<file path="src/hcv_pkg.sv">
package hcv_pkg;

  localparam int COUNT_WIDTH_DEF = 24;
  localparam int BYTE_W  = 8;
  localparam int CRC_W   = 16;
  localparam int LEN_W   = 24;
  localparam int MAGIC_W = 32;
  localparam int VER_W   = 8;
  localparam int CFG_W   = 32;
  localparam int CFG_IDX_W = 2;
  localparam int IN_DATA_W  = 8;
  localparam int IN_USER_W  = 2;
  localparam int OUT_DATA_W = 72;

  localparam logic [CRC_W-1:0] CRC_INIT   = 16'hFFFF;
  localparam logic [CRC_W-1:0] CRC_POLY   = 16'hA001;
  localparam logic [CRC_W-1:0] CRC_XOROUT = 16'hFFFF;

  localparam int MIN_IMAGE   = 12;
  localparam int BODY_START  = 8;
  localparam int MAGIC_BYTES = 4;
  localparam int VERSION_POS = 4;
  localparam int CRC_LO_POS  = 6;
  localparam int CRC_HI_POS  = 7;

  localparam logic [MAGIC_W-1:0] MAGIC_RESET   = 32'h4E4D4749;
  localparam logic [VER_W-1:0]   VERSION_RESET = 8'h00;
  localparam logic [LEN_W-1:0]   MAX_LEN_RESET = 24'd65536;

  typedef enum logic [2:0] {
    REASON_OK       = 3'd0,
    REASON_READ_ERR = 3'd1,
    REASON_SHORT    = 3'd2,
    REASON_LONG     = 3'd3,
    REASON_MAGIC    = 3'd4,
    REASON_VERSION  = 3'd5,
    REASON_CRC      = 3'd6
  } reason_t;

  typedef enum logic [CFG_IDX_W-1:0] {
    CFG_MAGIC   = 2'd0,
    CFG_VERSION = 2'd1,
    CFG_MAX_LEN = 2'd2
  } cfg_reg_t;

  typedef struct packed {
    logic [BYTE_W-1:0] data_byte;
    logic              has_byte;
    logic              last_item;
    logic              read_error;
  } item_t;

  typedef struct packed {
    logic [MAGIC_W-1:0] magic_word;
    logic [VER_W-1:0]   version_byte;
    logic [CRC_W-1:0]   header_crc;
    logic [CRC_W-1:0]   crc_register;
    logic               overlong_flag;
  } hdr_state_t;

  localparam hdr_state_t HDR_RESET = '{
    magic_word:    '0,
    version_byte:  8'hFF,
    header_crc:    16'hFFFF,
    crc_register:  CRC_INIT,
    overlong_flag: 1'b0
  };

  typedef struct packed {
    logic [MAGIC_W-1:0] expected_magic;
    logic [VER_W-1:0]   expected_version;
    logic [LEN_W-1:0]   max_length;
  } cfg_t;

  // first member sits in the top bits, so accepted ends up in bit 0
  typedef struct packed {
    logic [CRC_W-1:0] crc_stored;
    logic [CRC_W-1:0] crc_computed;
    logic [VER_W-1:0] version_seen;
    logic [LEN_W-1:0] byte_total;
    reason_t          reject_reason;
    logic             accepted;
  } result_t;

  function automatic logic [CRC_W-1:0] crc_byte(input logic [CRC_W-1:0] crc_in,
                                                input logic [BYTE_W-1:0] b);
    logic [CRC_W-1:0] c;
    c = crc_in ^ {{(CRC_W-BYTE_W){1'b0}}, b};
    for (int k = 0; k < BYTE_W; k++) begin
      c = c[0] ? ((c >> 1) ^ CRC_POLY) : (c >> 1);
    end
    return c;
  endfunction

endpackage

</file>
<file path="src/image_header_crc_validator_top.sv">
// Image header validator. Bytes stream in one per transfer on the slave side
// (tuser[0] says the transfer carries a byte, tuser[1] flags a read error,
// tlast ends the image); a single verdict comes out on the master side for
// each image, on its last transfer or on a read error. One transfer is taken
// every cycle unless a closing transfer waits on an earlier verdict still
// held for m_tready. The closing transfer is registered in the input stage
// and its verdict in the result register. The per-stream state loop (crc-16
// byte step, saturating byte counter, header capture) sets that rate.
// Configuration is to be written only between images; no check enforces it.
module image_header_crc_validator_top
  import hcv_pkg::*;
#(
  parameter int COUNT_WIDTH = COUNT_WIDTH_DEF
) (
  input  logic                  clk,
  input  logic                  rst,
  input  logic                  s_tvalid,
  output logic                  s_tready,
  input  logic [IN_DATA_W-1:0]  s_tdata,   // data_byte[7:0]
  input  logic [IN_USER_W-1:0]  s_tuser,   // has_byte, read_error
  input  logic                  s_tlast,
  output logic                  m_tvalid,
  input  logic                  m_tready,
  // accepted, reject_reason[2:0], byte_total[23:0], version_seen[7:0],
  // crc_computed[15:0], crc_stored[15:0], zero padding
  output logic [OUT_DATA_W-1:0] m_tdata,
  input  logic                  cfg_we,
  input  logic [CFG_IDX_W-1:0]  cfg_index,
  input  logic [CFG_W-1:0]      cfg_data
);

  cfg_t                   cfg;
  logic                   in_valid;
  item_t                  in_item;
  logic                   emit;
  logic                   advance;
  logic [COUNT_WIDTH-1:0] cnt_after;
  hdr_state_t             hdr_after;
  result_t                verdict;
  result_t                out_result;

  always_ff @(posedge clk) begin
    if (rst) begin
      cfg.expected_magic   <= MAGIC_RESET;
      cfg.expected_version <= VERSION_RESET;
      cfg.max_length       <= MAX_LEN_RESET;
    end else if (cfg_we) begin
      unique case (cfg_reg_t'(cfg_index))
        CFG_MAGIC:   cfg.expected_magic   <= cfg_data[MAGIC_W-1:0];
        CFG_VERSION: cfg.expected_version <= cfg_data[VER_W-1:0];
        CFG_MAX_LEN: cfg.max_length       <= cfg_data[LEN_W-1:0];
        default: ;
      endcase
    end
  end

  // item needs the result register only when it closes a stream
  assign emit     = in_item.last_item || in_item.read_error;
  assign advance  = in_valid && (!emit || !m_tvalid || m_tready);
  assign s_tready = !in_valid || advance;

  always_ff @(posedge clk) begin
    if (rst) begin
      in_valid <= 1'b0;
    end else if (s_tvalid && s_tready) begin
      in_valid <= 1'b1;
    end else if (advance) begin
      in_valid <= 1'b0;
    end
  end

  always_ff @(posedge clk) begin
    if (s_tvalid && s_tready) begin
      in_item.data_byte  <= s_tdata;
      in_item.has_byte   <= s_tuser[0];
      in_item.read_error <= s_tuser[1];
      in_item.last_item  <= s_tlast;
    end
  end

  hcv_track #(
    .COUNT_WIDTH(COUNT_WIDTH)
  ) u_track (
    .clk        (clk),
    .rst        (rst),
    .step       (advance),
    .item       (in_item),
    .max_length (cfg.max_length),
    .cnt_after  (cnt_after),
    .hdr_after  (hdr_after)
  );

  hcv_judge #(
    .COUNT_WIDTH(COUNT_WIDTH)
  ) u_judge (
    .cnt        (cnt_after),
    .hdr        (hdr_after),
    .read_error (in_item.read_error),
    .cfg        (cfg),
    .result     (verdict)
  );

  always_ff @(posedge clk) begin
    if (rst) begin
      m_tvalid <= 1'b0;
    end else if (advance && emit) begin
      m_tvalid <= 1'b1;
    end else if (m_tready) begin
      m_tvalid <= 1'b0;
    end
  end

  always_ff @(posedge clk) begin
    if (advance && emit) begin
      out_result <= verdict;
    end
  end

  assign m_tdata = {(OUT_DATA_W - $bits(result_t))'(0), out_result};

`ifndef SYNTH
  a_accept_matches_reason: assert property (@(posedge clk) disable iff (rst)
    m_tvalid |-> (out_result.accepted == (out_result.reject_reason == REASON_OK)))
    else $error("accepted flag disagrees with reject reason");

  a_reason_in_range: assert property (@(posedge clk) disable iff (rst)
    m_tvalid |-> (out_result.reject_reason != 3'd7))
    else $error("reject reason out of range");

  a_no_version_when_short: assert property (@(posedge clk) disable iff (rst)
    (m_tvalid && (out_result.reject_reason == REASON_SHORT)
     && (out_result.byte_total < LEN_W'(VERSION_POS + 1)))
    |-> (out_result.version_seen == 8'hFF))
    else $error("version reported for an image without a version byte");

  a_reset_clears_output: assert property (@(posedge clk)
    rst |=> !m_tvalid && !in_valid)
    else $error("result or input stage valid after reset");
`endif

endmodule

</file>
<file path="src/hcv_track.sv">
module hcv_track
  import hcv_pkg::*;
#(
  parameter int COUNT_WIDTH = COUNT_WIDTH_DEF
) (
  input  logic                   clk,
  input  logic                   rst,
  input  logic                   step,
  input  item_t                  item,
  input  logic [LEN_W-1:0]       max_length,
  output logic [COUNT_WIDTH-1:0] cnt_after,
  output hdr_state_t             hdr_after
);

  localparam int CMP_W = (COUNT_WIDTH > LEN_W) ? COUNT_WIDTH : LEN_W;

  logic [COUNT_WIDTH-1:0] byte_counter;
  hdr_state_t             hdr;
  logic                   take;
  logic [CMP_W-1:0]       cnt_ext;
  logic [CMP_W-1:0]       max_ext;

  assign take    = item.has_byte && !item.read_error;
  assign cnt_ext = CMP_W'(cnt_after);
  assign max_ext = CMP_W'(max_length);

  always_comb begin
    cnt_after = byte_counter;
    hdr_after = hdr;
    if (take) begin
      if (byte_counter < COUNT_WIDTH'(MAGIC_BYTES)) begin
        for (int i = 0; i < MAGIC_BYTES; i++) begin
          if (byte_counter[1:0] == 2'(i)) begin
            hdr_after.magic_word[BYTE_W*i +: BYTE_W] = item.data_byte;
          end
        end
      end else if (byte_counter == COUNT_WIDTH'(VERSION_POS)) begin
        hdr_after.version_byte = item.data_byte;
      end else if (byte_counter == COUNT_WIDTH'(CRC_LO_POS)) begin
        hdr_after.header_crc[BYTE_W-1:0] = item.data_byte;
      end else if (byte_counter == COUNT_WIDTH'(CRC_HI_POS)) begin
        hdr_after.header_crc[CRC_W-1:BYTE_W] = item.data_byte;
      end
      if (byte_counter >= COUNT_WIDTH'(BODY_START)) begin
        hdr_after.crc_register = crc_byte(hdr.crc_register, item.data_byte);
      end
      // saturating count
      if (byte_counter != '1) begin
        cnt_after = byte_counter + 1'b1;
      end
      if (cnt_ext > max_ext) begin
        hdr_after.overlong_flag = 1'b1;
      end
    end
  end

  always_ff @(posedge clk) begin
    if (rst) begin
      byte_counter <= '0;
      hdr          <= HDR_RESET;
    end else if (step) begin
      if (item.last_item || item.read_error) begin
        byte_counter <= '0;
        hdr          <= HDR_RESET;
      end else begin
        byte_counter <= cnt_after;
        hdr          <= hdr_after;
      end
    end
  end

endmodule

</file>
<file path="src/hcv_judge.sv">
module hcv_judge
  import hcv_pkg::*;
#(
  parameter int COUNT_WIDTH = COUNT_WIDTH_DEF
) (
  input  logic [COUNT_WIDTH-1:0] cnt,
  input  hdr_state_t             hdr,
  input  logic                   read_error,
  input  cfg_t                   cfg,
  output result_t                result
);

  localparam int CMP_W = (COUNT_WIDTH > LEN_W) ? COUNT_WIDTH : LEN_W;

  logic [CMP_W-1:0] cnt_ext;
  logic [CMP_W-1:0] max_ext;
  logic [CRC_W-1:0] final_crc;
  reason_t          reason;

  assign cnt_ext   = CMP_W'(cnt);
  assign max_ext   = CMP_W'(cfg.max_length);
  assign final_crc = hdr.crc_register ^ CRC_XOROUT;

  // checks in priority order, lowest code wins
  always_comb begin
    if (read_error) begin
      reason = REASON_READ_ERR;
    end else if (cnt_ext < CMP_W'(MIN_IMAGE)) begin
      reason = REASON_SHORT;
    end else if (hdr.overlong_flag || (cnt_ext > max_ext)) begin
      reason = REASON_LONG;
    end else if (hdr.magic_word != cfg.expected_magic) begin
      reason = REASON_MAGIC;
    end else if (hdr.version_byte != cfg.expected_version) begin
      reason = REASON_VERSION;
    end else if (final_crc != hdr.header_crc) begin
      reason = REASON_CRC;
    end else begin
      reason = REASON_OK;
    end
  end

  always_comb begin
    result.accepted      = (reason == REASON_OK);
    result.reject_reason = reason;
    result.byte_total    = cnt_ext[LEN_W-1:0];
    result.version_seen  = hdr.version_byte;
    result.crc_computed  = final_crc;
    result.crc_stored    = hdr.header_crc;
  end

endmodule

</file>
<file path="config.mk">
export PLATFORM = sky130hd
export DESIGN_NAME = image_header_crc_validator_top
export DESIGN_NICKNAME = d
export VERILOG_FILES = /design/src/hcv_pkg.sv /design/src/image_header_crc_validator_top.sv /design/src/hcv_track.sv /design/src/hcv_judge.sv
export SDC_FILE = /design/constraint.sdc
export NUM_CORES = 1
export LEC_CHECK = 0
export BUFFER_PORTS_ARGS = -buffer_cell sky130_fd_sc_hd__buf_2
export CAP_MARGIN = 0
export CORE_MARGIN = 8
export CORE_UTILIZATION = 45
export DETAILED_ROUTE_END_ITERATION = 10
export SYNTH_ARGS = -nofsm -noshare
export SYNTH_HDL_FRONTEND = slang
export SYNTH_HIERARCHICAL = 1
export SYNTH_SLANG_ARGS = --single-unit
</file>
<file path="constraint.sdc">
create_clock -name clk -period 6.89 [get_ports clk]
set_input_delay 1.0335 -clock clk [delete_from_list [all_inputs] [get_ports clk]]
set_output_delay 1.0335 -clock clk [all_outputs]
set_load 0.02 [all_outputs]
</file>
==> results.sh <==
export IMPL_status="finished clean"
export IMPL_max_slew_margin_pct=28.1
export IMPL_synth_top_cell_area_share_pct=24.9
export IMPL_yosys_most_used_dff="dfxtp_1"
export IMPL_cts_root_buffer="clkbuf_16"
export IMPL_cpMaxStageDelayCell="or4_4"
export IMPL_cts_tree="yes"
export IMPL_drv_slew=0
export IMPL_routed_via_count=9433
export IMPL_grt_pass1_vias=9569
export IMPL_yosysWarnings=6
export IMPL_die_w_um=187
export IMPL_multi_input_area_um2=6520
export IMPL_p_per_area_nw_per_um2=222
export IMPL_dp_hpwl_um=25300
export IMPL_worst_pin_slew_ps=1080
export IMPL_yosysSeqAreaShare_pct=43.0
export IMPL_design_die_area_um2=34800
export IMPL_reg2reg_to="m_tdata[3]$_DFFE_PP_"
export IMPL_clock_path_buffers=3
export IMPL_min_to="u_track/hdr[70]$_SDFFE_PP0P_"
export IMPL_place_ws_ps=1880
export IMPL_avgSynthCellArea_um2=10.0
export IMPL_viasPerCell=5.38
export IMPL_cts_max_level=1
export IMPL_worstRegToRegCells=19
export IMPL_max_stage_delay_ps=600
export IMPL_path_delay_family="simple AND/OR/NAND/NOR gates"
export IMPL_clk_latency_ps=550
export IMPL_synth_edf_count=79
export IMPL_place_gp_congestion=0.882
export IMPL_cts_hold_buf=0
export IMPL_drc_errors=0
export IMPL_postSynthCellCount=1308
export IMPL_finClkSkew_ps=10.8
export IMPL_wl_per_cell_um=19.5
export IMPL_post_route_min_period_ps=5070
export IMPL_most_common_layout_cells="dfxtp_1 (163), nand2b_1 (126), buf_2 (118)"
export IMPL_nets=1450
export IMPL_cp_num_buf_inv=1
export IMPL_placed_area_um2=13600
export IMPL_setup_slack_ps=1820
export IMPL_cts_buffers=27
export IMPL_finalCritPeriodShare_pct=73.6
export IMPL_drive_gt1_share_pct=19.9
export IMPL_hold_viol_final=0
export IMPL_hold_depth=1
export IMPL_postLayoutCellArea_um2=14500
export IMPL_end_kind="register"
export IMPL_crit_path_cell_trace="ha_1 > inv_1 > or4_4 > nand2b_4 > nor3_4 > xor2_1 > ha_1 > nand2_1 > nor4_1 > nand4_1 > nor2_1 > a21o_1 > o21bai_1 > nor2_1 > o21ai_0 > a211oi_1 > nand3_1 > or2_1 > a2111oi_1"
export IMPL_clock_sinks=242
export IMPL_worstPathMaxFanout=7
export IMPL_fmax_mhz=197
export IMPL_gr_usage_all_layers_pct=19.0
export IMPL_critical_path_class="reg2reg"
export IMPL_r2r_start="u_track/byte_counter[0]$_SDFFE_PP0P_"
export IMPL_fillerInstances=2769
export IMPL_grt_max_degree=106
export IMPL_grt_pass1_wl_um=54000
export IMPL_final_common_cell="dfxtp_1"
export IMPL_wl_um=34100
export IMPL_cap_violations=0
export IMPL_arrival_ps=5410
export IMPL_coreArea_um2=28700
export IMPL_clk_pin_slew_ps=60
export IMPL_hp_class="reg2reg"
export IMPL_p_leak_nw=5.71
export IMPL_fin_tns_setup_ps=0
export IMPL_antennaDiodeCount=0
export IMPL_grt_antenna_before_repair=0
export IMPL_row_count=62
export IMPL_final_util_pct=50.4
export IMPL_seq_area_um2=5640
export IMPL_setup_violations=0
export IMPL_area_delta_synth_final_pct=10.5
export IMPL_ys_ff_latch=242
export IMPL_cts_setup_buffers=0
export IMPL_synth_area_leaders="dfxtp_1 (25%), edfxtp_1 (18%), nand2b_1 (6.0%)"
export IMPL_yosysTopAreaCell="dfxtp_1"
export IMPL_numPortBuffers=119
export IMPL_cts_resized=0
export IMPL_dieHeight_um=187
export IMPL_rsz0062_at_grt="no"
export IMPL_irDropWorstVdd_uv=167
export IMPL_crit_required_ps=7230
export IMPL_drtIter0Drc=680
export IMPL_dr_pass1_iters=5
export IMPL_start_util_pct=45.6
export IMPL_crit_path_start_kind="register"
export IMPL_async_reset_ff_share_pct=0
export IMPL_syn_cell_area_um2=13100
export IMPL_synthDistinctLibCells=75
export IMPL_holdCritStartpoint="u_track/hdr[70]$_SDFFE_PP0P_"
export IMPL_r2r_slack_ps=1820
export IMPL_postRouteAntennaNets=0
export IMPL_grt_overflow_total=0
export IMPL_io_pins=124
[synth_stat cells, drive strengths merged, types with 5 or more instances]
cell type	n
clkbuf	39
mux2	63
nand3	19
nor2	85
xnor2	56
a211oi	6
buf	78
nand4	22
dfxtp	163
nor4	28
and3	9
a22oi	16
o21ai	34
nor2b	7
o21a	9
o2bb2ai	24
inv	74
nand2	56
a21o	9
edfxtp	79
xor2	41
nand2b	127
nor3	17
mux2i	64
ha	52
a21oi	40
o22ai	37
nor3b	5
[logic make-up (layout without fill, tap and decap cells)]
group | count (synthesis) | in the layout | share of synthesized area, %
simple gates | 400 | 400 | 17.5
flops | 242 | 242 | 43.0
mux | 127 | 127 | 10.3
fa+ha+maj | 52 | 52 | 4.97
compound gates | 198 | 198 | 10.3
buf+inv | 191 | 249 | 7.42
xor+xnor | 97 | 97 | 6.49
other cells | 1 | 4 | 0.0286
[metrics by stage]
step / power (mW) / instances / hold slack (ps)
CTS: 3.24 / 1753 / 458
floorplan: 1.71 / 1311 / 427
global placement: 1.78 / 1703 / 439
finish: 3.21 / 1753 / 461
global route: 3.32 / 1753 / 465
detailed placement: 1.78 / 1703 / 441
[layout make-up]
cell class                      count  share of cell area [%]
Multi-Input combinational cell    878                    45.1
Sequential cell                   242                    38.9
Clock buffer                       37                    5.71
Timing Repair Buffer              125                    4.44
Tap cell                          384                    3.32
Inverter                           74                    1.92
Clock inverter                     13                   0.614
[worst max-delay path by stage]
stage / to / from / slack, ps / cells past startpoint
3_3_place_gp: m_tdata[1]$_DFFE_PP_ / in_item[0]$_DFFE_PP_ / 2020 / 17
2_1_floorplan: m_tdata[0]$_DFFE_PP_ / m_tready / 2140 / 2
6_report: m_tdata[3]$_DFFE_PP_ / u_track/byte_counter[0]$_SDFFE_PP0P_ / 1820 / 19
4_1_cts: m_tdata[3]$_DFFE_PP_ / u_track/byte_counter[0]$_SDFFE_PP0P_ / 1900 / 19
5_1_grt: m_tdata[3]$_DFFE_PP_ / u_track/byte_counter[0]$_SDFFE_PP0P_ / 1400 / 19
3_5_place_dp: m_tdata[3]$_DFFE_PP_ / u_track/byte_counter[0]$_SDFFE_PP0P_ / 1880 / 19
[report_power, final]
group / internal [mW] / leakage, nW / switching [mW]
sequential: 1.50 / 2.02 / 0.0286
clock: 0.847 / 0.463 / 0.610
combinational: 0.0847 / 3.23 / 0.140
total: 2.43 / 5.71 / 0.779
[state kept, by name, indices dropped and copies added, names as in the netlist]
name	cells
in_valid	1
u_track/hdr	73
cfg	64
m_tdata	68
m_tvalid	1
u_track/byte_counter	24
in_item	11
[routing by layer]
| metal | track usage [%] | routed length, um |
|---|---|---|
| met5 | 0 | 0 |
| met4 | 5.19 | 757 |
| met3 | 3.36 | 1920 |
| met2 | 30.6 | 15400 |
| met1 | 25.8 | 16000 |
No activity file was read; power rests on OpenSTA's default activity.
